[config.mk]
export PLATFORM = sky130hd
export DESIGN_NAME = video_scroll_address_registers
export DESIGN_NICKNAME = d
export VERILOG_FILES = /design/src/rtl/vsar_pkg.sv /design/src/rtl/vsar_mirror.sv /design/src/rtl/vsar_regs.sv /design/src/rtl/vsar_out_buf.sv /design/src/rtl/video_scroll_address_registers.sv
export SDC_FILE = /design/constraint.sdc
export NUM_CORES = 1
export LEC_CHECK = 0
export BUFFER_PORTS_ARGS = -buffer_cell sky130_fd_sc_hd__buf_4
export CAP_MARGIN = 30
export CORE_UTILIZATION = 58
export DETAILED_ROUTE_END_ITERATION = 6
export HOLD_SLACK_MARGIN = 0.05
export PLACE_DENSITY = 0.78
export SETUP_SLACK_MARGIN = 0.1
export SLEW_MARGIN = 0
export SYNTH_ARGS = -nofsm -noshare
export SYNTH_HDL_FRONTEND = slang
export SYNTH_SLANG_ARGS = --single-unit
[constraint.sdc]
create_clock -name i_clk -period 8.8 [get_ports i_clk]
set_input_delay 1.32 -clock i_clk [delete_from_list [all_inputs] [get_ports i_clk]]
set_output_delay 1.32 -clock i_clk [all_outputs]
set_load 0.01 [all_outputs]
[src/rtl/vsar_pkg.sv]
`timescale 1ns / 1ps
// ----------------------------------------------------------------------------
// vsar_pkg: shared types and constants for the scroll/address registers
// Event codes, nametable layout codes, the result record and address
// constants used by the update logic, the mirroring logic and the output
// buffer.
// ----------------------------------------------------------------------------
package vsar_pkg;

    // Event codes carried by each request
    typedef enum logic [2:0] {
        KIND_CTRL    = 3'd0,
        KIND_SCROLL  = 3'd1,
        KIND_ADDR    = 3'd2,
        KIND_ACCESS  = 3'd3,
        KIND_COARSE  = 3'd4,
        KIND_VERT    = 3'd5,
        KIND_COPY_H  = 3'd6,
        KIND_COPY_V  = 3'd7
    } t_kind;

    // Nametable layout codes
    typedef enum logic [1:0] {
        MIRR_ONE_LOW  = 2'd0,
        MIRR_ONE_HIGH = 2'd1,
        MIRR_HORIZ    = 2'd2,
        MIRR_VERT     = 2'd3
    } t_mirror;

    localparam int unsigned ADDR_W = 16;
    localparam int unsigned TEMP_W = 15;
    localparam int unsigned FINE_W = 3;

    // Address map constants
    localparam logic [3:0]        NT_REGION_HI  = 4'h2;   // 0x2000..0x2FFF
    localparam logic [5:0]        NT_LOW_BASE   = 6'b001000; // 0x2000 >> 10
    localparam logic [5:0]        NT_HIGH_BASE  = 6'b001001; // 0x2400 >> 10
    localparam logic [ADDR_W-1:0] PAL_LIMIT     = 16'h3F20;
    localparam logic [ADDR_W-1:0] PAL_BASE      = 16'h3F00;
    localparam logic [ADDR_W-1:0] PAL_BG_ALIAS  = 16'h3F10;

    // Pointer field constants
    localparam logic [4:0] COARSE_MAX = 5'd31;
    localparam logic [4:0] ROW_WRAP   = 5'd29;
    localparam logic [4:0] ROW_MAX    = 5'd31;
    localparam logic [2:0] FINE_Y_MAX = 3'd7;

    // One result record
    typedef struct packed {
        logic [ADDR_W-1:0] access_address;
        logic [ADDR_W-1:0] video_pointer;
        logic [TEMP_W-1:0] temp_pointer;
        logic [FINE_W-1:0] fine_scroll_x;
        logic              second_write;
    } t_result;

endpackage

[src/rtl/vsar_mirror.sv]
`timescale 1ns / 1ps
// ----------------------------------------------------------------------------
// vsar_mirror: video memory address mirroring
// Folds nametable addresses by the selected layout and folds the palette
// area onto its 32-byte window, with the background color alias.
// ----------------------------------------------------------------------------
module vsar_mirror
    import vsar_pkg::*;
(
    input  logic [1:0]        i_mode,
    input  logic [ADDR_W-1:0] i_addr,
    output logic [ADDR_W-1:0] o_addr
);

    logic [ADDR_W-1:0] nt_addr;

    // Nametable folding, only inside 0x2000..0x2FFF
    always_comb begin
        nt_addr = i_addr;
        if (i_addr[15:12] == NT_REGION_HI) begin
            unique case (t_mirror'(i_mode))
                MIRR_ONE_LOW:  nt_addr = {NT_LOW_BASE, i_addr[9:0]};
                MIRR_ONE_HIGH: nt_addr = {NT_HIGH_BASE, i_addr[9:0]};
                MIRR_HORIZ:    nt_addr = {i_addr[15:11], 1'b0, i_addr[9:0]};
                MIRR_VERT:     nt_addr = {i_addr[15:12], 1'b0, i_addr[10:0]};
            endcase
        end
    end

    // Palette window, then the background alias
    always_comb begin
        o_addr = nt_addr;
        if (i_addr >= PAL_LIMIT) begin
            o_addr = PAL_BASE | {11'd0, i_addr[4:0]};
        end
        if (o_addr == PAL_BG_ALIAS) begin
            o_addr = PAL_BASE;
        end
    end

endmodule

[src/rtl/vsar_regs.sv]
`timescale 1ns / 1ps
// ----------------------------------------------------------------------------
// vsar_regs: scroll and address state with its per-event update
// Holds the video pointer, temporary pointer, fine X, write toggle and
// increment flag; applies one event per accepted request and forms the
// result record from the updated state and the pre-update access address.
// ----------------------------------------------------------------------------
module vsar_regs
    import vsar_pkg::*;
(
    input  logic        i_clk,
    input  logic        i_rst_n,
    input  logic        i_accept,
    input  logic [2:0]  i_kind,
    input  logic [7:0]  i_data_byte,
    input  logic        i_rendering,
    input  logic [1:0]  i_mode,
    output t_result     o_result
);

    logic [ADDR_W-1:0] r_video, n_video;
    logic [TEMP_W-1:0] r_temp, n_temp;
    logic [FINE_W-1:0] r_fine, n_fine;
    logic              r_toggle, n_toggle;
    logic              r_step_row, n_step_row;
    logic [ADDR_W-1:0] mirrored;
    logic [ADDR_W-1:0] access;

    // Coarse X increment: wrap at 31 and switch horizontal nametable
    function automatic logic [ADDR_W-1:0] coarse_step(input logic [ADDR_W-1:0] v);
        logic [ADDR_W-1:0] r;
        if (v[4:0] == COARSE_MAX) begin
            r = {v[15:11], ~v[10], v[9:5], 5'd0};
        end else begin
            r = {v[15:5], v[4:0] + 5'd1};
        end
        return r;
    endfunction

    // Vertical increment: fine Y, then coarse Y with the row-29 wrap
    function automatic logic [ADDR_W-1:0] vert_step(input logic [ADDR_W-1:0] v);
        logic [ADDR_W-1:0] r;
        if (v[14:12] != FINE_Y_MAX) begin
            r = {v[15], v[14:12] + 3'd1, v[11:0]};
        end else if (v[9:5] == ROW_WRAP) begin
            r = {v[15], 3'd0, ~v[11], v[10], 5'd0, v[4:0]};
        end else if (v[9:5] == ROW_MAX) begin
            r = {v[15], 3'd0, v[11:10], 5'd0, v[4:0]};
        end else begin
            r = {v[15], 3'd0, v[11:10], v[9:5] + 5'd1, v[4:0]};
        end
        return r;
    endfunction

    vsar_mirror u_mirror (
        .i_mode (i_mode),
        .i_addr (r_video),
        .o_addr (mirrored)
    );

    // Event decode and next state
    always_comb begin
        n_video    = r_video;
        n_temp     = r_temp;
        n_fine     = r_fine;
        n_toggle   = r_toggle;
        n_step_row = r_step_row;
        access     = '0;
        unique case (t_kind'(i_kind))
            KIND_CTRL: begin
                n_temp[11:10] = i_data_byte[1:0];
                n_step_row    = i_data_byte[2];
            end
            KIND_SCROLL: begin
                if (!r_toggle) begin
                    n_temp[4:0] = i_data_byte[7:3];
                    n_fine      = i_data_byte[2:0];
                end else begin
                    n_temp[9:5]   = i_data_byte[7:3];
                    n_temp[14:12] = i_data_byte[2:0];
                end
                n_toggle = ~r_toggle;
            end
            KIND_ADDR: begin
                if (!r_toggle) begin
                    n_temp[13:8] = i_data_byte[5:0];
                    n_temp[14]   = 1'b0;
                end else begin
                    n_temp[7:0] = i_data_byte;
                    n_video     = {1'b0, r_temp[14:8], i_data_byte};
                end
                n_toggle = ~r_toggle;
            end
            KIND_ACCESS: begin
                access = mirrored;
                if (!i_rendering) begin
                    n_video = r_video + (r_step_row ? 16'd32 : 16'd1);
                end else begin
                    n_video = vert_step(coarse_step(r_video));
                end
            end
            KIND_COARSE: n_video = coarse_step(r_video);
            KIND_VERT:   n_video = vert_step(r_video);
            KIND_COPY_H: begin
                n_video = {r_video[15:11], r_temp[10], r_video[9:5], r_temp[4:0]};
            end
            KIND_COPY_V: begin
                n_video = {1'b0, r_temp[14:11], r_video[10], r_temp[9:5], r_video[4:0]};
            end
        endcase
    end

    // State registers
    always_ff @(posedge i_clk) begin
        if (!i_rst_n) begin
            r_video    <= '0;
            r_temp     <= '0;
            r_fine     <= '0;
            r_toggle   <= 1'b0;
            r_step_row <= 1'b0;
        end else if (i_accept) begin
            r_video    <= n_video;
            r_temp     <= n_temp;
            r_fine     <= n_fine;
            r_toggle   <= n_toggle;
            r_step_row <= n_step_row;
        end
    end

    assign o_result = '{
        access_address: access,
        video_pointer:  n_video,
        temp_pointer:   n_temp,
        fine_scroll_x:  n_fine,
        second_write:   n_toggle
    };

endmodule

[src/rtl/vsar_out_buf.sv]
`timescale 1ns / 1ps
// ----------------------------------------------------------------------------
// vsar_out_buf: result register with skid entry
// Output register plus one skid entry; upstream stall comes from a flop,
// so a request is taken while a finished result still waits downstream.
// ----------------------------------------------------------------------------
module vsar_out_buf
    import vsar_pkg::*;
(
    input  logic    i_clk,
    input  logic    i_rst_n,
    input  logic    i_push,
    input  t_result i_data,
    output logic    o_full,
    output logic    o_valid,
    input  logic    i_stall,
    output t_result o_data
);

    logic    r_out_valid;
    logic    r_skid_valid;
    t_result r_out;
    t_result r_skid;
    logic    out_free;

    assign out_free = !r_out_valid || !i_stall;

    // Valid flags
    always_ff @(posedge i_clk) begin
        if (!i_rst_n) begin
            r_out_valid  <= 1'b0;
            r_skid_valid <= 1'b0;
        end else if (out_free) begin
            r_out_valid  <= r_skid_valid || i_push;
            r_skid_valid <= 1'b0;
        end else if (i_push) begin
            r_skid_valid <= 1'b1;
        end
    end

    // Payload
    always_ff @(posedge i_clk) begin
        if (out_free) begin
            if (r_skid_valid) begin
                r_out <= r_skid;
            end else if (i_push) begin
                r_out <= i_data;
            end
        end else if (i_push) begin
            r_skid <= i_data;
        end
    end

    assign o_full  = r_skid_valid;
    assign o_valid = r_out_valid;
    assign o_data  = r_out;

endmodule

[src/rtl/video_scroll_address_registers.sv]
`timescale 1ns / 1ps
// ----------------------------------------------------------------------------
// video_scroll_address_registers: picture unit scroll/address registers
// Top level: input handshake, mirroring register, state update and
// buffered result channel.
// ----------------------------------------------------------------------------
// Takes one event request per clock while o_in_stall is low and returns
// exactly one result per request, registered in the output register or, if
// that is stalled, in the skid entry. The whole event (register write, data
// access with address mirroring, or render-time pointer update) is applied
// at acceptance by the state update logic, so throughput is one request per
// cycle. The result channel has an output register plus one skid entry;
// o_in_stall rises only when both hold results that the downstream side has
// not yet taken. The mirroring register is written through i_cfg_wr_en /
// i_cfg_wr_data and should be changed only while no request is in flight.
// ----------------------------------------------------------------------------
module video_scroll_address_registers
    import vsar_pkg::*;
(
    input  logic              i_clk,
    input  logic              i_rst_n,
    // configuration
    input  logic              i_cfg_wr_en,
    input  logic [1:0]        i_cfg_wr_data,
    // request channel
    input  logic              i_in_valid,
    output logic              o_in_stall,
    input  logic [2:0]        i_kind,
    input  logic [7:0]        i_data_byte,
    input  logic              i_rendering,
    // result channel
    output logic              o_out_valid,
    input  logic              i_out_stall,
    output logic [ADDR_W-1:0] o_access_address,
    output logic [ADDR_W-1:0] o_video_pointer,
    output logic [TEMP_W-1:0] o_temp_pointer,
    output logic [FINE_W-1:0] o_fine_scroll_x,
    output logic              o_second_write
);

    logic [1:0] r_mode;
    logic       accept;
    logic       buf_full;
    t_result    step_result;
    t_result    out_result;

    // Mirroring mode register
    always_ff @(posedge i_clk) begin
        if (!i_rst_n) begin
            r_mode <= MIRR_ONE_LOW;
        end else if (i_cfg_wr_en) begin
            r_mode <= i_cfg_wr_data;
        end
    end

    assign o_in_stall = buf_full;
    assign accept     = i_in_valid && !buf_full;

    vsar_regs u_regs (
        .i_clk       (i_clk),
        .i_rst_n     (i_rst_n),
        .i_accept    (accept),
        .i_kind      (i_kind),
        .i_data_byte (i_data_byte),
        .i_rendering (i_rendering),
        .i_mode      (r_mode),
        .o_result    (step_result)
    );

    vsar_out_buf u_out_buf (
        .i_clk   (i_clk),
        .i_rst_n (i_rst_n),
        .i_push  (accept),
        .i_data  (step_result),
        .o_full  (buf_full),
        .o_valid (o_out_valid),
        .i_stall (i_out_stall),
        .o_data  (out_result)
    );

    assign o_access_address = out_result.access_address;
    assign o_video_pointer  = out_result.video_pointer;
    assign o_temp_pointer   = out_result.temp_pointer;
    assign o_fine_scroll_x  = out_result.fine_scroll_x;
    assign o_second_write   = out_result.second_write;

endmodule
==> impl.org <==
** Critical path
- On the worst path, the slowest cell contributes a delay of 490 ps.
- The worst register-to-register path ends at u_out_buf.o_data[33]$_DFFE_PP_.
- STA classifies the critical path startpoint as an input port.
- The worst register-to-register path has a depth of 7.
- For the worst setup path, the data required time is 8970 ps.
- The signal on the critical path passes through buf_4, nor3b_2, buf_4, nor2b_1, mux2_2, mux2_2.
- In this run the critical register-to-register path is launched from u_regs.r_video[0]$_SDFFE_PN0P_.
- The worst setup path is captured at a register.
- The worst setup path is of the input port to register kind.
- Arrival time at the worst endpoint :: 3350 ps
- Slowest cell on crit path :: nor2b_1
- Across all register-to-register paths, the minimum setup slack is 5990 ps.
- Of all nets on the critical path, the largest fanout is 43.

** Clock network
- Number of buffers created by CTS :: 17
- Post-CTS Hold Buffers :: 0
- TritonCTS clock tree :: built
- Buffer depth of the longest clock path :: 2
- Clock-pin slew was measured on the worst setup and hold paths at 60 ps.
- The later pin in the worst-skew pair is clocked with a latency of 420 ps.
- CTS H-Tree Depth :: 4
- For this design, the sink count on the clock tree is 142.
- Clock Root Buffer :: clkbuf_16
- The number of gates resized after CTS was 0.
- Postcts setup bufs :: 0

** GRT
- The initial antenna violation count came to 0.
- The first global-routing pass estimated 32600 µm of wire.
- For this run, the total global-route usage over all layers was measured as 30.9%.
- The via count of the first global-routing pass came to 5752.
- Largest net degree at the start of global routing :: 52
- For this run the aggregate overflow at the end of global routing stands at 0.

** Placed design
- Port Buf Inserts :: 71
- At the end of routability-driven placement, the weighted congestion stood at 0.951.
- Hpwl dp :: 13900 µm
- In this run, placement finished with an instance count of 928.
- Placed Instance Area :: 0.00827 mm²
- Prior to clock tree synthesis, the placed netlist has a worst setup slack of 5230 ps.

** STA
- Minimum clock period after layout :: 3180 ps
- PnR worst setup slack :: 5620 ps
- The hold violation total from the final report is 0.
- Transition at the pin with the smallest max-transition slack :: 951 ps
- Setup repair after global routing left no endpoint under its margin.
- Sum of negative setup slack :: 0 ps
- After layout, the worst path uses 36.1% of the clock period.
- Across the routed clock network, the largest skew measured is 7.18 ps.
- Fmax achieved :: 0.315 GHz
- Measured against its own limit, the worst slew margin works out to 36.3%.
- The count of final max-slew check failures was 0.
- Setup violations remaining at the end of the flow were counted as 0.

** Pwr
- Across the VDD grid, the largest voltage drop is 0.114 mV.
- Cell leakage power :: 3.29 nW
- Power Dens Cells :: 189 mW/mm²

** Route
- Detailed-route wire length :: 20800 µm
- DRT Pass-1 Iters :: 5
- In the final routed layout, each cell accounts on average for 21.6 µm.
- Vias/cell :: 6.38
- DRC violation count after routing :: 0
- After the first detailed-routing iteration, the DRC count stood at 673.
- The count of nets left with antenna violations once routing finished came out at 0.
- Vias after detailed routing :: 6126

** Final layout
- The finished cells cover 0.00882 mm².
- From synthesis to final layout, the design area changed by 14.4%.
- In the final layout, the share of cells above drive strength 1 is 20.9%.
- 0 antenna diodes ended up in the layout.
- Final Non-Filler Cells :: 960
- Most frequent cells in the layout :: edfxtp_1 (102), buf_4 (79), nand2_1 (74)
- At the end of the flow, the number of nets in the layout was 806.
- Leading cell type in the layout, fill and taps excluded :: edfxtp_1
- For this run, the share of the core covered by cells in the final layout is 69.0%.

** Status
- Result of the run :: completed

** Yosys
- Dominant synthesized flop cell :: edfxtp_1
- Of the synthesized area, sequential elements account for 50.1%.
- The mapped netlist covers 0.00771 mm².
- EDFF count, synth :: 102
- In this run, distinct cell masters in the synthesized netlist total 79.
- In this run the mean area of a mapped cell was 10.5 µm².
- Gate count of the mapped netlist :: 734
- Count of yosys warnings during synthesis :: 0
- For this run, asynchronously set or reset flops after synthesis account for 0%.
- Flip-flop and latch count after synthesis :: 142

** Run
- Max-cap check violation count :: 0

** Min path
- For hold timing, the worst endpoint is u_regs.r_fine[1]$_SDFFE_PN0P_.
- Min-Delay Path Depth :: 2
- In this run the worst hold path is classified as register to register.
- In this run the most critical hold path is launched from u_regs.r_fine[1]$_SDFFE_PN0P_.

** Floorplanning
- Floorplan row count :: 41
- The die covers 0.0138 mm².
- Core ar. :: 0.0128 mm²
- From left edge to right edge, the die measures 117 µm.
- The floorplan step set the die height to 117 µm.
- Starting Density :: 60.4%
- I/O pins :: 72
==> power by group <==
part,internal [mW],switching (mW)
clock network,0.387,0.276
logic,0.0880,0.126
registers,0.760,0.0294
total,1.24,0.432
==> sequential cells by signal (all words and copies together) (netlist names) <==
register and cells:
u_regs.r_step_row 1, u_out_buf.o_valid 1, u_out_buf.o_data 51, u_out_buf.o_full 1, u_out_buf.r_skid 51, u_regs.r_temp 15, r_mode 2, u_regs.r_toggle 1
u_regs.r_fine 3, u_regs.r_video 16
==> how the worst max path moves through the flow <==
stage / start / endpoint / slack [ps] / cells past startpoint
floorplan: i_in_valid / u_out_buf.r_skid[0]$_DFFE_PP_ / 4340 / 4
global placement: i_kind[1] / u_out_buf.o_data[32]$_DFFE_PP_ / 5200 / 6
detailed placement: i_kind[0] / u_out_buf.o_data[1]$_DFFE_PP_ / 5230 / 6
CTS: i_kind[0] / u_out_buf.o_data[1]$_DFFE_PP_ / 5660 / 6
global route: i_kind[1] / u_regs.r_temp[13]$_SDFFE_PN0P_ / 5510 / 6
finish: i_kind[0] / u_out_buf.o_data[1]$_DFFE_PP_ / 5620 / 6
==> synth_stat cells, types with 4 or more instances <==
cell type  number  area, µm²
edfxtp_1      102       3060
nand2_1        74        278
o21ai_0        49        245
nor2_1         46        173
dfxtp_1        40        801
mux2_2         34        383
clkbuf_1       30        113
mux2i_1        27        270
a21oi_1        21        105
nor3_1         17       85.1
and2_1         16        100
a31oi_1        15       93.8
buf_2          15       75.1
inv_1          15       56.3
nor3b_1        14        105
nand3_1        13       65.1
ha_1           12        150
nand2b_1       11       68.8
nor2b_1        10       62.6
o31ai_1        10       75.1
a21boi_0        9       67.6
and3_1          8       50.1
o21a_1          8       60.1
a22o_1          7       61.3
o211ai_1        7       52.6
o22ai_1         6       37.5
buf_1           5       18.8
buf_4           5       37.5
nand4_1         5       31.3
a2111oi_0       4       35.0
a211oi_1        4       30.0
o211a_1         4       40.0
o21ai_1         4       20.0
or3_1           4       25.0
xnor2_1         4       35.0
xor2_1          4       35.0
==> kinds of logic (layout without fill, tap and decap cells) <==
| group | Yosys count | after routing | synth area share, % |
|---|---|---|---|
| multiplexers | 61 | 61 | 8.47 |
| AND/OR/NAND/NOR | 247 | 247 | 17.1 |
| other | 1 | 2 | 0.0486 |
| buffers and inverters | 74 | 127 | 4.38 |
| AO/OA/AOI/OAI | 189 | 189 | 17.1 |
| flip-flops | 142 | 142 | 50.1 |
| adder cells (fa/ha/maj) | 12 | 12 | 1.95 |
| XOR/XNOR | 8 | 8 | 0.908 |
==> routing by layer <==
layer | GRT usage, % | up-vias | wire length (µm)
met3 | 5.11 | 29 | 1500
met4 | 10.3 | 0 | 348
li1 | - | 2843 | -
met2 | 47.3 | 274 | 9580
met5 | 0 | - | 0
met1 | 44.6 | 2980 | 9330
==> worst max-delay path: cells and delay by family <==
family | cells | cell delay [ps]
mux | 2 | 690
buf+inv | 2 | 600
simple gates | 2 | 720
==> final cells by class <==
class	instances	area, µm²
fill	964	3950
sequential	142	3860
multi-input combinational	519	3540
timing repair buffer	79	593
clock buffer	18	429
tap	172	215
clock inverter	14	119
inverter	16	60.1
==> through the flow <==
stage	hold WS, ps	power (mW)
after detailed placement	466	1.01
after floorplan	441	0.931
after global routing	506	1.72
after global placement	452	1.01
after CTS	475	1.67
final	473	1.67
Power figures use the tool's default switching activity.
